--- src/sv/square_wave_channel_with_sweep_core_defines.svh ---
// Assertion macros used by the square-wave channel top-level RTL.
`ifndef SQUARE_WAVE_CHANNEL_WITH_SWEEP_CORE_DEFINES_SVH
`define SQUARE_WAVE_CHANNEL_WITH_SWEEP_CORE_DEFINES_SVH

// Same-cycle implication, quiet while reset is high.
`define SWC_ASSERT_NOW(label, ante, cons, msg) \
  label: assert property (@(posedge clk) disable iff (rst) (ante) |-> (cons)) \
    else $error(msg);

// Next-cycle implication, quiet while reset is high.
`define SWC_ASSERT_NEXT(label, ante, cons, msg) \
  label: assert property (@(posedge clk) disable iff (rst) (ante) |=> (cons)) \
    else $error(msg);

`endif

--- src/sv/swc_pkg.sv ---
// Shared types, codes, constants and helper functions of the square-wave channel.
`default_nettype none
package swc_pkg;

  localparam int PERIOD_SCALE = 4;
  localparam int FREQ_W       = 11;
  localparam int PERIOD_W     = $clog2(2048 * PERIOD_SCALE + 1);
  localparam int LEN_W        = 7;
  localparam int IN_DATA_W    = 16;
  localparam int OUT_DATA_W   = 24;

  localparam logic [LEN_W-1:0]  LEN_FULL  = 7'd64;
  localparam logic [3:0]        VOL_MAX   = 4'hF;

  typedef enum logic [1:0] {
    CMD_WRITE = 2'd0,
    CMD_TICK  = 2'd1,
    CMD_FRAME = 2'd2
  } cmd_t;

  typedef enum logic [2:0] {
    SEL_SWEEP   = 3'd0,
    SEL_DUTY    = 3'd1,
    SEL_ENV     = 3'd2,
    SEL_FREQ_LO = 3'd3,
    SEL_FREQ_HI = 3'd4
  } reg_sel_t;

  typedef struct packed {
    logic [1:0] command;
    logic [2:0] reg_select;
    logic [7:0] write_data;
    logic [2:0] frame_step;
  } req_t;

  typedef struct packed {
    logic [3:0]        amplitude;
    logic              channel_on;
    logic [FREQ_W-1:0] frequency_now;
    logic [LEN_W-1:0]  length_left;
  } res_t;

  typedef struct packed {
    logic [FREQ_W:0] sum;
    logic            overflow;
  } sweep_res_t;

  // Bit i of a row is duty step i.
  localparam logic [7:0] DUTY_TABLE [4] = '{
    8'b1000_0000,
    8'b1000_0001,
    8'b1110_0001,
    8'b0111_1110
  };

  function automatic logic duty_bit(input logic [1:0] sel, input logic [2:0] pos);
    logic [7:0] row;
    row = DUTY_TABLE[sel];
    return row[pos];
  endfunction

  function automatic logic [PERIOD_W-1:0] period_reload(input logic [FREQ_W-1:0] f);
    logic [FREQ_W:0] diff;
    diff = 12'd2048 - {1'b0, f};
    return PERIOD_W'(diff * PERIOD_SCALE);
  endfunction

  // Shift and add or subtract; overflow when the unmasked sum passes 2047.
  function automatic sweep_res_t sweep_calc(input logic [FREQ_W-1:0] shadow,
                                            input logic [2:0] shift,
                                            input logic negate);
    sweep_res_t r;
    logic [FREQ_W-1:0] delta;
    delta = shadow >> shift;
    if (negate) begin
      r.sum = {1'b0, shadow} - {1'b0, delta};
    end else begin
      r.sum = {1'b0, shadow} + {1'b0, delta};
    end
    r.overflow = r.sum[FREQ_W];
    return r;
  endfunction

endpackage
`default_nettype wire

--- src/sv/square_wave_channel_with_sweep_core.sv ---
// Accepted requests enter the input register; results are held in the output register.
// Throughput: one request per cycle; the input register and the channel state
// update form a single pass, so a new request enters every cycle while m_tready is high.
// A result waiting in the output register still lets the input register fill.
// Reset: synchronous rst clears both stage valid bits and every channel register.
`default_nettype none
`include "square_wave_channel_with_sweep_core_defines.svh"
module square_wave_channel_with_sweep_core (
  input  wire logic                               clk,
  input  wire logic                               rst,
  input  wire logic                               s_tvalid,
  output logic                                    s_tready,
  // s_tdata: reg_select [2:0], write_data [10:3], frame_step [13:11], zero [15:14]
  input  wire logic [swc_pkg::IN_DATA_W-1:0]      s_tdata,
  // s_tuser: command [1:0]
  input  wire logic [1:0]                         s_tuser,
  output logic                                    m_tvalid,
  input  wire logic                               m_tready,
  // m_tdata: amplitude [3:0], channel_on [4], frequency_now [15:5],
  //          length_left [22:16], zero [23]
  output logic [swc_pkg::OUT_DATA_W-1:0]          m_tdata
);

  logic          in_valid;
  swc_pkg::req_t in_req;
  logic          out_valid;
  swc_pkg::res_t out_res;
  swc_pkg::res_t res;
  logic          advance;
  logic          step;

  // Move the input stage forward whenever the output register is free or drains.
  assign advance  = !out_valid || m_tready;
  assign step     = in_valid && advance;
  assign s_tready = !in_valid || advance;

  swc_channel u_channel (
    .clk  (clk),
    .rst  (rst),
    .step (step),
    .req  (in_req),
    .res  (res)
  );

  always_ff @(posedge clk) begin
    if (rst) begin
      in_valid  <= 1'b0;
      out_valid <= 1'b0;
    end else begin
      if (s_tready) begin
        in_valid <= s_tvalid;
      end
      if (advance) begin
        out_valid <= in_valid;
      end
    end
  end

  // Capture the request payload and the result of each step; no reset needed.
  always_ff @(posedge clk) begin
    if (s_tvalid && s_tready) begin
      in_req.command    <= s_tuser;
      in_req.reg_select <= s_tdata[2:0];
      in_req.write_data <= s_tdata[10:3];
      in_req.frame_step <= s_tdata[13:11];
    end
    if (step) begin
      out_res <= res;
    end
  end

  assign m_tvalid = out_valid;
  assign m_tdata  = {1'b0, out_res.length_left, out_res.frequency_now,
                     out_res.channel_on, out_res.amplitude};

  `SWC_ASSERT_NOW(a_ready_when_empty, !in_valid, s_tready,
    "input stage empty but not ready")
  `SWC_ASSERT_NEXT(a_accept_fills, s_tvalid && s_tready, in_valid,
    "accepted request did not reach the input stage")
  `SWC_ASSERT_NEXT(a_step_fills_out, step, out_valid,
    "processed request did not reach the output register")
  `SWC_ASSERT_NOW(a_length_range, out_valid, out_res.length_left <= swc_pkg::LEN_FULL,
    "length count above full length")
  `SWC_ASSERT_NOW(a_silent_when_off, out_valid && !out_res.channel_on,
    out_res.amplitude == 4'd0, "amplitude nonzero while channel off")

endmodule
`default_nettype wire

--- src/sv/swc_channel.sv ---
// Channel state registers with the per-request update of timer, sweep, envelope and length.
`default_nettype none
module swc_channel (
  input  wire logic          clk,
  input  wire logic          rst,
  input  wire logic          step,
  input  wire swc_pkg::req_t req,
  output swc_pkg::res_t      res
);

  logic [6:0]                    sweep_reg,      sweep_reg_next;
  logic [1:0]                    duty_select,    duty_select_next;
  logic [7:0]                    envelope_reg,   envelope_reg_next;
  logic [swc_pkg::FREQ_W-1:0]    freq_reg,       freq_reg_next;
  logic                          length_enable,  length_enable_next;
  logic [swc_pkg::LEN_W-1:0]     length_count,   length_count_next;
  logic [swc_pkg::PERIOD_W-1:0]  period_count,   period_count_next;
  logic [2:0]                    duty_position,  duty_position_next;
  logic [3:0]                    volume_now,     volume_now_next;
  logic [2:0]                    envelope_count, envelope_count_next;
  logic [swc_pkg::FREQ_W-1:0]    shadow_freq,    shadow_freq_next;
  logic [3:0]                    sweep_count,    sweep_count_next;
  logic chan_on,  chan_on_next;
  logic sweep_on, sweep_on_next;
  logic env_on,   env_on_next;
  logic neg_used, neg_used_next;
  logic prev_len, prev_len_next;
  logic prev_swp, prev_swp_next;
  logic prev_env, prev_env_next;

  always_comb begin
    swc_pkg::sweep_res_t c1;
    swc_pkg::sweep_res_t c2;
    logic [swc_pkg::FREQ_W-1:0] f_new;
    logic [3:0] vol_init;
    logic [swc_pkg::LEN_W-1:0] len_dec;
    logic [3:0] swc_dec;
    logic [2:0] env_dec;
    logic lb, sb, eb;

    sweep_reg_next      = sweep_reg;
    duty_select_next    = duty_select;
    envelope_reg_next   = envelope_reg;
    freq_reg_next       = freq_reg;
    length_enable_next  = length_enable;
    length_count_next   = length_count;
    period_count_next   = period_count;
    duty_position_next  = duty_position;
    volume_now_next     = volume_now;
    envelope_count_next = envelope_count;
    shadow_freq_next    = shadow_freq;
    sweep_count_next    = sweep_count;
    chan_on_next        = chan_on;
    sweep_on_next       = sweep_on;
    env_on_next         = env_on;
    neg_used_next       = neg_used;
    prev_len_next       = prev_len;
    prev_swp_next       = prev_swp;
    prev_env_next       = prev_env;

    f_new    = {req.write_data[2:0], freq_reg[7:0]};
    vol_init = envelope_reg[7:4];
    c1       = swc_pkg::sweep_calc(shadow_freq, sweep_reg[2:0], sweep_reg[3]);
    c2       = swc_pkg::sweep_calc(c1.sum[swc_pkg::FREQ_W-1:0], sweep_reg[2:0],
                                   sweep_reg[3]);
    len_dec  = length_count - 7'd1;
    swc_dec  = (sweep_count != 4'd0) ? sweep_count - 4'd1 : 4'd0;
    env_dec  = (envelope_count != 3'd0) ? envelope_count - 3'd1 : 3'd0;
    lb       = req.frame_step[0];
    sb       = req.frame_step[1];
    eb       = req.frame_step[2];

    unique case (req.command)
      swc_pkg::CMD_WRITE: begin
        unique case (req.reg_select)
          swc_pkg::SEL_SWEEP: begin
            sweep_reg_next = req.write_data[6:0];
            if (req.write_data[6:4] == 3'd0 || req.write_data[2:0] == 3'd0 ||
                (!req.write_data[3] && neg_used)) begin
              sweep_on_next = 1'b0;
            end
          end
          swc_pkg::SEL_DUTY: begin
            duty_select_next  = req.write_data[7:6];
            length_count_next = swc_pkg::LEN_FULL - {1'b0, req.write_data[5:0]};
          end
          swc_pkg::SEL_ENV: begin
            envelope_reg_next = req.write_data;
          end
          swc_pkg::SEL_FREQ_LO: begin
            freq_reg_next = {freq_reg[10:8], req.write_data};
          end
          swc_pkg::SEL_FREQ_HI: begin
            freq_reg_next      = f_new;
            length_enable_next = req.write_data[6];
            if (req.write_data[7]) begin
              // Trigger: restart timer, sweep and envelope, and reload an exhausted length.
              c1 = swc_pkg::sweep_calc(f_new, sweep_reg[2:0], sweep_reg[3]);
              period_count_next   = swc_pkg::period_reload(f_new);
              shadow_freq_next    = f_new;
              sweep_count_next    = {1'b0, sweep_reg[6:4]};
              sweep_on_next       = (sweep_reg[6:4] != 3'd0) && (sweep_reg[2:0] != 3'd0);
              chan_on_next        = 1'b1;
              if (sweep_reg[2:0] != 3'd0 && c1.overflow) begin
                sweep_on_next = 1'b0;
                chan_on_next  = 1'b0;
              end
              neg_used_next       = 1'b0;
              volume_now_next     = vol_init;
              envelope_count_next = envelope_reg[2:0];
              env_on_next = (envelope_reg[2:0] != 3'd0) &&
                            !((!envelope_reg[3] && vol_init == 4'd0) ||
                              (envelope_reg[3] && vol_init == swc_pkg::VOL_MAX));
              if (length_count == '0) begin
                length_count_next = swc_pkg::LEN_FULL;
              end
              if (vol_init == 4'd0) begin
                chan_on_next = 1'b0;
              end
            end
          end
          default: begin
          end
        endcase
      end
      swc_pkg::CMD_TICK: begin
        if (period_count == '0) begin
          duty_position_next = duty_position + 3'd1;
          period_count_next  = swc_pkg::period_reload(freq_reg);
        end else begin
          period_count_next = period_count - {{(swc_pkg::PERIOD_W-1){1'b0}}, 1'b1};
        end
      end
      swc_pkg::CMD_FRAME: begin
        // Length clock on a falling edge of bit 0.
        if (length_enable && length_count != '0 && !lb && prev_len) begin
          length_count_next = len_dec;
          if (len_dec == '0) begin
            chan_on_next = 1'b0;
          end
        end
        prev_len_next = lb;

        // Sweep clock on a falling edge of bit 1.
        if (sweep_on && !sb && prev_swp) begin
          sweep_count_next = swc_dec;
          if (swc_dec == 4'd0) begin
            if (sweep_reg[3]) begin
              neg_used_next = 1'b1;
            end
            if (c1.overflow) begin
              sweep_on_next = 1'b0;
              chan_on_next  = 1'b0;
            end else if (sweep_reg[2:0] != 3'd0) begin
              shadow_freq_next = c1.sum[swc_pkg::FREQ_W-1:0];
              freq_reg_next    = c1.sum[swc_pkg::FREQ_W-1:0];
              if (c2.overflow) begin
                sweep_on_next = 1'b0;
                chan_on_next  = 1'b0;
              end
            end
            sweep_count_next = {1'b0, sweep_reg[6:4]} + 4'd1;
          end
        end
        prev_swp_next = sb;

        // Envelope clock on a falling edge of bit 2.
        if (env_on && chan_on_next && !eb && prev_env) begin
          envelope_count_next = env_dec;
          if (env_dec == 3'd0) begin
            if (!envelope_reg[3]) begin
              if (volume_now != 4'd0) begin
                volume_now_next = volume_now - 4'd1;
              end
              if (volume_now <= 4'd1) begin
                env_on_next = 1'b0;
              end
            end else begin
              if (volume_now != swc_pkg::VOL_MAX) begin
                volume_now_next = volume_now + 4'd1;
              end
              if (volume_now >= swc_pkg::VOL_MAX - 4'd1) begin
                env_on_next = 1'b0;
              end
            end
            envelope_count_next = envelope_reg[2:0];
            if (envelope_reg[2:0] == 3'd0) begin
              env_on_next = 1'b0;
            end
          end
        end
        prev_env_next = eb;
      end
      default: begin
      end
    endcase
  end

  // Show the channel as it stands after this request.
  always_comb begin
    res.channel_on    = chan_on_next;
    res.amplitude     = (chan_on_next && swc_pkg::duty_bit(duty_select_next,
                         duty_position_next)) ? volume_now_next : 4'd0;
    res.frequency_now = freq_reg_next;
    res.length_left   = length_count_next;
  end

  always_ff @(posedge clk) begin
    if (rst) begin
      sweep_reg      <= '0;
      duty_select    <= '0;
      envelope_reg   <= '0;
      freq_reg       <= '0;
      length_enable  <= 1'b0;
      length_count   <= '0;
      period_count   <= '0;
      duty_position  <= '0;
      volume_now     <= '0;
      envelope_count <= '0;
      shadow_freq    <= '0;
      sweep_count    <= '0;
      chan_on        <= 1'b0;
      sweep_on       <= 1'b0;
      env_on         <= 1'b0;
      neg_used       <= 1'b0;
      prev_len       <= 1'b0;
      prev_swp       <= 1'b0;
      prev_env       <= 1'b0;
    end else if (step) begin
      sweep_reg      <= sweep_reg_next;
      duty_select    <= duty_select_next;
      envelope_reg   <= envelope_reg_next;
      freq_reg       <= freq_reg_next;
      length_enable  <= length_enable_next;
      length_count   <= length_count_next;
      period_count   <= period_count_next;
      duty_position  <= duty_position_next;
      volume_now     <= volume_now_next;
      envelope_count <= envelope_count_next;
      shadow_freq    <= shadow_freq_next;
      sweep_count    <= sweep_count_next;
      chan_on        <= chan_on_next;
      sweep_on       <= sweep_on_next;
      env_on         <= env_on_next;
      neg_used       <= neg_used_next;
      prev_len       <= prev_len_next;
      prev_swp       <= prev_swp_next;
      prev_env       <= prev_env_next;
    end
  end

endmodule
`default_nettype wire

--- config.mk ---
export PLATFORM = sky130hd
export DESIGN_NAME = square_wave_channel_with_sweep_core
export DESIGN_NICKNAME = d
export VERILOG_FILES = /design/src/sv/swc_pkg.sv /design/src/sv/square_wave_channel_with_sweep_core.sv /design/src/sv/swc_channel.sv
export VERILOG_INCLUDE_DIRS = /design/src /design/src/sv
export SDC_FILE = /design/constraint.sdc
export NUM_CORES = 1
export LEC_CHECK = 0
export BUFFER_PORTS_ARGS = -buffer_cell sky130_fd_sc_hd__buf_2
export CAP_MARGIN = 25
export CELL_PAD_IN_SITES_DETAIL_PLACEMENT = 0
export CELL_PAD_IN_SITES_GLOBAL_PLACEMENT = 1
export CORE_UTILIZATION = 52
export CTS_BUF_LIST = sky130_fd_sc_hd__clkbuf_4 sky130_fd_sc_hd__clkbuf_8
export DETAILED_ROUTE_END_ITERATION = 10
export GPL_TIMING_DRIVEN = 0
export PLACE_DENSITY_LB_ADDON = 0.1
export SKIP_CTS_REPAIR_TIMING = 1
export SYNTH_ARGS = -nofsm -noshare
export SYNTH_HDL_FRONTEND = slang
export SYNTH_SLANG_ARGS = --single-unit
export TNS_END_PERCENT = 10
--- constraint.sdc ---
create_clock -name clk -period 20.6 [get_ports clk]
set_input_delay 3.09 -clock clk [delete_from_list [all_inputs] [get_ports clk]]
set_output_delay 3.09 -clock clk [all_outputs]
set_load 0.01 [all_outputs]
==> run summary, run 1 <==
Status -> finished, final reports clean
Number of synthesized flops with an enable pin -> 39
Hold WC Path Type -> flip-flop to flip-flop
Slowest cell on crit path -> clkbuf_1
Cell taking the most area after synthesis -> dfxtp_1
Post-layout worst setup margin -> 12490 ps
Longest individual stage delay on the worst path -> 510 ps
Number of H-tree levels -> 4
Max Freq -> 123 MHz
Post-route antenna net violation count -> 0
Sequential element share of the synthesized area -> 0.286
Data required time of the critical path -> 20850 ps
Type of element launching the critical path -> flip-flop
Remaining global-route overflow -> 0
Relative slew slack -> 0.326
Clock transition at path regs -> 80 ps
Power density over cell area -> 74.3 mW/mm^2
Post-Syn Nets -> 1324
Antenna diode count -> 0
Commonest register cell after synthesis -> dfxtp_1
Area contributors post-synth -> dfxtp_1, edfxtp_1, nor2_1
Total routing usage reported by global routing -> 0.319
Combinational cell fraction of total power -> 0.384
Worst-Skew Late Latency -> 470 ps
Synth-to-layout area growth -> 9.22%
Data arrival, critical path -> 8350 ps
Proportion of total power due to net switching -> 0.393
Warnings, synthesis -> 0
Count of pins on the block boundary -> 48
Switching Power -> 0.318 mW
Largest buffer count on any clock path -> 2
Residual DRC count -> 0
Final number of setup-violating endpoints -> 0
WHS Path Cells -> 2
Internal power consumption -> 0.491 mW
Total wirelength of the detailed-routed design -> 30900 um
Crit path kind -> flip-flop to flip-flop
Startpoint of the most critical setup path -> u_channel.sweep_reg[1]
Final Hold Vio Count -> 0
Reg2reg start -> u_channel.sweep_reg[1]
Share of power burned in the clock network -> 0.284
Max Slew Vio Count -> 0
Largest net degree at the start of global routing -> 33
Initial DRC count -> 842
Average instance area after synthesis -> 7.98 sq um
Port Buffers -> 43
Num rows -> 50
CTS tree -> yes
Vertical extent of the die -> 140 um
Number of cells after detailed placement -> 1527
Global-route wire length before repair -> 48500 um
Wire length per cell -> 19.8 um
Final min period -> 8110 ps
Crit end category -> flip-flop
Final HPWL from detailed placement -> 23200 um
R2R Setup Slk -> 12490 ps
Initial Utilization -> 0.531
Share of power burned in registers -> 0.332
Via count of the first global-routing pass -> 8855
Cell count of the worst reg-to-reg path -> 34
Unique masters post-synth -> 99
Number of clock buffers inserted by TritonCTS -> 17
Worst reg2reg endpoint -> m_tdata[0]
Hold slack -> 459 ps
Synthesized instance count -> 1250
Count of placed standard cells in the final layout, fillers left out -> 1559
Capture endpoint of the worst hold path -> u_channel.prev_swp
Portion of synthesized cell area occupied by the leading cell type -> 0.169
Vias/cell -> 6.24
Final-stage net count -> 1386
Number of vias in the routed layout -> 9727
Setup Total Neg Slack -> 0 ps
Total core area -> 0.0188 sq mm
Number of filler instances in the final layout -> 1818
Clk Tree Root Cell -> clkbuf_8
Async S/R FF share, synth -> 0
Highest net fanout along the worst path -> 10
Transition time of the tightest slew-check pin -> 1000 ps
Die ar. -> 0.0197 sq mm
Gpl congestion -> 0.912
Flip-flop count of the largest register, all copies and words added -> 23
Pre-CTS setup slack -> 12580 ps
Fraction of final layout cells sized beyond drive strength 1 -> 0.117
Die W -> 140 um
Length of the first detailed-routing pass in iterations -> 7
Count of max-cap constraint violations -> 0
IR Drop Worst-Case VDD -> 0.0000479 V
Leakage power of the design -> 4.33 nW
Portion of the clock cycle consumed by the worst path in the final layout -> 0.393
Setup repair after global routing missed its margin -> false
# clock sinks -> 123
#FFs+latches synth -> 123
Post-synthesis instance area -> 0.00997 sq mm
Setup skew after layout -> 25.1 ps
Initial antenna violation count -> 1
Finished Core Util -> 0.580
Origin of the worst min-delay path -> u_channel.prev_swp
## Yosys cell counts (13+ instances only)
cell type,count
nand2b_1,17
mux4_2,13
nor2_1,192
o22ai_1,13
a21o_1,16
nand3_1,22
nand2_1,122
xor2_1,30
inv_1,42
or3_1,13
dfxtp_1,84
xnor2_1,22
mux2i_1,36
a21oi_1,102
buf_2,14
nor3_1,38
ha_1,51
edfxtp_1,39
a211oi_1,27
o21ai_0,50
clkbuf_1,57
## power groups by stage
stage | clock network [mW] | registers [mW] | logic [mW]
3_5_place_dp | 0 | 0.274 | 0.306
5_1_grt | 0.244 | 0.270 | 0.340
6_report | 0.230 | 0.268 | 0.311
4_1_cts | 0.233 | 0.268 | 0.307
2_1_floorplan | 0 | 0.272 | 0.233
3_3_place_gp | 0 | 0.274 | 0.304
## per-stage QoR
step	area, sq um	power [mW]
4_1_cts	10900	0.808
6_report	10900	0.809
3_5_place_dp	10500	0.579
5_1_grt	10900	0.854
3_3_place_gp	10500	0.578
2_1_floorplan	9970	0.504
## kinds of logic (layout without fill, tap and decap cells)
kind of cell / count (synthesis) / after routing / share of synthesized area
simple gates: 496 / 496 / 0.232
compound gates: 334 / 334 / 0.233
xor+xnor: 52 / 52 / 0.0457
mux: 65 / 65 / 0.0862
flops: 123 / 123 / 0.286
buf+inv: 127 / 202 / 0.0511
other cells: 1 / 1 / 0.000376
fa+ha+maj: 52 / 52 / 0.0660
## critical path: cells and delay by family, from the launching register on
family | cells | cell delay, ps
DFF | 1 | 310
and+or+nand+nor | 5 | 450
xor gates and xnor gates | 2 | 330
adders and majority gates | 4 | 1090
AOI/OAI and AO/OA | 15 | 3110
buffers and inverters | 5 | 1550
muxes | 3 | 1050
## worst max path at each step
stage,end,cells after the start
3_5_place_dp,m_tdata[2],31
5_1_grt,m_tdata[0],34
4_1_cts,m_tdata[0],34
6_report,m_tdata[0],34
3_3_place_gp,m_tdata[0],34
2_1_floorplan,m_tdata[2],33
## layout by cell type, fill, tap and decap left out, drive strengths merged, types with 13 or more instances in the layout
cell type,synthesis,final
nor3,39,39
buf,25,68
dfxtp,84,84
nand2,123,123
o21ai,54,54
mux2i,38,38
mux4,13,13
or3,13,13
o22ai,13,13
clkbuf,57,74
inv,45,54
xor2,30,30
nand3,22,22
a211oi,31,31
edfxtp,39,39
a21oi,105,105
a21o,16,16
nor2,193,193
xnor2,22,22
nand2b,17,17
mux2,14,14
ha,51,51
## layer usage
layer,share of wire,GRT usage
met3,0.073,0.0602
met1,0.45,0.433
met2,0.45,0.509
met4,0.024,0.104
met5,0,0
## final cells by class
| class | count | area, sq um | share of cell area |
|---|---|---|---|
| well taps | 234 | 293 | 0.0269 |
| repair buffers | 43 | 215 | 0.0198 |
| inverters | 45 | 169 | 0.0155 |
| clock buffers | 17 | 234 | 0.0215 |
| plain buffers | 82 | 342 | 0.0314 |
| clock inverters | 15 | 176 | 0.0162 |
| multi-input cells | 1000 | 6610 | 0.607 |
| flip-flops and latches | 123 | 2850 | 0.262 |
Power figures use the tool's default switching activity.
==> inputs of run 2 (changes only) <==
--- a/config.mk
+++ b/config.mk
@@ -6,11 +6,12 @@
 export SDC_FILE = /design/constraint.sdc
 export NUM_CORES = 1
 export LEC_CHECK = 0
+export ABC_AREA = 1
 export BUFFER_PORTS_ARGS = -buffer_cell sky130_fd_sc_hd__buf_2
 export CAP_MARGIN = 25
 export CELL_PAD_IN_SITES_DETAIL_PLACEMENT = 0
 export CELL_PAD_IN_SITES_GLOBAL_PLACEMENT = 1
-export CORE_UTILIZATION = 52
+export CORE_UTILIZATION = 42
 export CTS_BUF_LIST = sky130_fd_sc_hd__clkbuf_4 sky130_fd_sc_hd__clkbuf_8
 export DETAILED_ROUTE_END_ITERATION = 10
 export GPL_TIMING_DRIVEN = 0
==> constraint.sdc (replaced) <==
create_clock -name clk -period 6.6 [get_ports clk]
set_input_delay 0.99 -clock clk [delete_from_list [all_inputs] [get_ports clk]]
set_output_delay 0.99 -clock clk [all_outputs]
set_load 0.01 [all_outputs]
==> run summary, run 2 <==
Status -> finished, final reports clean
Die ar. -> 0.0235 sq mm (+19%)
Final min period -> 6040 ps (-2070 ps)
Warnings, synthesis -> 0 (unchanged)
Antenna diode count -> 0 (unchanged)
IR Drop Worst-Case VDD -> 0.000143 V (+200%)
Length of the first detailed-routing pass in iterations -> 5 (-2)
Worst reg2reg endpoint -> m_tdata[3]
Most common cell after layout, fill and taps aside -> nand2_1
Port Buffers -> 44 (+2.3%)
Number of vias in the routed layout -> 9920 (+2.0%)
Transition time of the tightest slew-check pin -> 961 ps (-42.7 ps)
Cell with the most instances after synthesis -> nand2_1
GR Layer Usage met2 -> 0.447 (-0.0623)
Average instance area after synthesis -> 6.76 sq um (-15%)
Total wirelength of the detailed-routed design -> 32000 um (+3.7%)
Via count of the first global-routing pass -> 9158 (+3.4%)
Relative slew slack -> 0.354 (+0.0277)
Data arrival, critical path -> 6360 ps (-1990 ps)
Synthesized instance count -> 1420 (+14%)
Number of filler instances in the final layout -> 2359 (+30%)
Setup skew after layout -> 15.5 ps (-9.56 ps)
Crit path kind -> flip-flop to flip-flop
Max Freq -> 166 MHz (+34%)
Synth-to-layout area growth -> 12.6%
# clock sinks -> 123 (unchanged)
Wire length per cell -> 17.9 um (-9.3%)
Origin of the worst min-delay path -> u_channel.period_count[7]
Type of element launching the critical path -> flip-flop
Reg2reg start -> u_channel.sweep_reg[0]
Switching Power -> 1.14 mW (+260%)
Proportion of total power due to net switching -> 0.429 (+0.0358)
Initial DRC count -> 848 (+0.71%)
Initial antenna violation count -> 0 (-1)
Slowest cell on crit path -> ha_1
WHS Path Cells -> 2 (unchanged)
Clk Tree Root Cell -> clkbuf_8
Internal power consumption -> 1.51 mW (+210%)
Flip-flop count of the largest register, all copies and words added -> 23 (unchanged)
Kind of cell with the highest combined delay on the critical path -> simple AND/OR/NAND/NOR gates
Global-route wire length before repair -> 50100 um (+3.1%)
Final-stage net count -> 1564 (+13%)
Hold WC Path Type -> flip-flop to flip-flop
Cell repeated most along the worst path -> nand2_1
Portion of the clock cycle consumed by the worst path in the final layout -> 0.915 (+0.521)
Post-synthesis instance area -> 0.00960 sq mm (-3.7%)
Highest net fanout along the worst path -> 10 (unchanged)
Worst-Skew Late Latency -> 470 ps (about the same)
Hold slack -> 501 ps (+41.9 ps)
Combinational cell fraction of total power -> 0.429 (+0.045)
#FFs+latches synth -> 123 (unchanged)
Met3 global-route usage -> 0.0454 (-0.0148)
CTS tree -> yes
Cell count of the worst reg-to-reg path -> 47 (+38%)
Share of power burned in registers -> 0.324 (-0.008)
Largest net degree at the start of global routing -> 33 (unchanged)
Finished Core Util -> 0.489 (-0.0908)
Capture endpoint of the worst hold path -> u_channel.period_count[7]
Area contributors post-synth -> dfxtp_1, edfxtp_1, nand2_1
Fraction of met1 tracks used by global routing -> 0.370 (-0.0634)
Post-route antenna net violation count -> 0 (unchanged)
Final HPWL from detailed placement -> 24500 um (+5.5%)
Number of synthesized flops with an enable pin -> 39 (unchanged)
Overall power -> 2.65 mW (+230%)
Count of max-cap constraint violations -> 0 (unchanged)
Share of power burned in the clock network -> 0.247 (-0.037)
Final number of setup-violating endpoints -> 0 (unchanged)
Final Hold Vio Count -> 0 (unchanged)
Num rows -> 54 (+8.0%)
Worst path buffer plus inverter count -> 4 (-1)
Power density over cell area -> 245 mW/mm^2 (+230%)
Count of pins on the block boundary -> 48 (unchanged)
Async S/R FF share, synth -> 0 (unchanged)
Die W -> 153 um (+9.1%)
Leakage power of the design -> 4.96 nW (+15%)
Crit end category -> flip-flop
Sequential element share of the synthesized area -> 0.297 (+0.0109)
Gpl congestion -> 0.931 (+2.0%)
Unique masters post-synth -> 61 (-38%)
Number of cells after detailed placement -> 1744 (+14%)
Cell taking the most area after synthesis -> dfxtp_1
Most numerous cell types in the synthesized netlist -> nand2_1, inv_1, o21ai_0
Data required time of the critical path -> 6920 ps (-13930 ps)
Residual DRC count -> 0 (unchanged)
Top Usage Layer GRT -> met2
Longest individual stage delay on the worst path -> 340 ps (-170 ps)
Total core area -> 0.0221 sq mm (+18%)
Vias/cell -> 5.56 (-11%)
Number of H-tree levels -> 4 (unchanged)
Number of clock buffers inserted by TritonCTS -> 17 (unchanged)
Portion of synthesized cell area occupied by the leading cell type -> 0.175 (+0.00642)
Initial Utilization -> 0.435 (-0.0965)
Largest buffer count on any clock path -> 2 (unchanged)
Vertical extent of the die -> 153 um (+9.1%)
Max Slew Vio Count -> 0 (unchanged)
Leading cell types in the layout, fill and taps excluded -> nand2_1, inv_1, o21ai_0
Remaining global-route overflow -> 0 (unchanged)
Count of placed standard cells in the final layout, fillers left out -> 1783 (+14%)
Fraction of final layout cells sized beyond drive strength 1 -> 0.125 (+0.00810)
R2R Setup Slk -> 560 ps (-11930 ps)
Clock transition at path regs -> 90 ps (about the same)
Post-Syn Nets -> 1494 (+13%)
Commonest register cell after synthesis -> dfxtp_1
Total routing usage reported by global routing -> 0.276 (-0.0426)
-- run 2: changes by cell type after synthesis, moves of 21 or more --
| cell | before | now |
|---|---|---|
| a211oi_1 | 27 | 6 |
| clkbuf_1 | 57 | 35 |
| inv_1 | 42 | 182 |
| mux2i_1 | 36 | 3 |
| nand2_1 | 122 | 281 |
| nand3_1 | 22 | 89 |
| nor2_1 | 192 | 112 |
| o21ai_0 | 50 | 142 |
-- run 2: routing by layer --
layer	routed length, um	part of all wire
met2	14400	0.45
met1	14800	0.46
met4	964	0.030
met5	0	0
met3	1870	0.058
-- run 2: metrics by stage --
stage / area, sq um / worst slack (ps) / TNS, ps
after floorplan: 9600 / 1290 / 0
after global placement: 10200 / 30.2 / 0
after detailed placement: 10200 / 88.9 / 0
after CTS: 10500 / 37.5 / 0
after global routing: 10800 / -28.9 / -33.8
final: 10800 / 562 / 0
-- run 2: logic make-up after synthesis --
family	share of synthesized area
simple gates	0.262
compound gates	0.216
buf+inv	0.0989
flops	0.297
xor+xnor	0.0537
fa+ha+maj	0.0685
mux	0.00313
other cells	0.000390
-- run 2: cell type report --
type	instances	area (sq um)	area share
clock inverter	15	139	0.0128
sequential	123	2850	0.264
multi-input combinational	1051	5990	0.554
timing repair buffer	51	273	0.0252
tap	280	350	0.0324
inverter	188	708	0.0655
clock buffer	17	234	0.0216
buffer	58	265	0.0245
-- run 2: worst max path at each step --
| stage | start | endpoint | depth (start not counted) |
|---|---|---|---|
| floorplan | u_channel.sweep_reg[0] | u_channel.envelope_count[0] | 47 |
| global placement | u_channel.sweep_reg[3] | m_tdata[0] | 37 |
| detailed placement | u_channel.sweep_reg[3] | m_tdata[3] | 38 |
| CTS | u_channel.sweep_reg[3] | m_tdata[3] | 38 |
| global route | u_channel.sweep_reg[0] | m_tdata[0] | 48 |
| finish | u_channel.sweep_reg[0] | m_tdata[3] | 47 |
-- run 2: power groups by stage --
stage | logic (mW) | clock network, mW | registers [mW]
after global routing | 1.28 | 0.694 | 0.862
after CTS | 1.07 | 0.665 | 0.856
final | 1.14 | 0.655 | 0.857
after detailed placement | 1.06 | 0 | 0.873
after floorplan | 0.792 | 0 | 0.864
after global placement | 1.06 | 0 | 0.873
-- run 2: worst min-delay path, cell delays in order (launching register included) --
cell and delay (ps):
dfxtp_1 330, nand2_1 70, a21oi_1 60
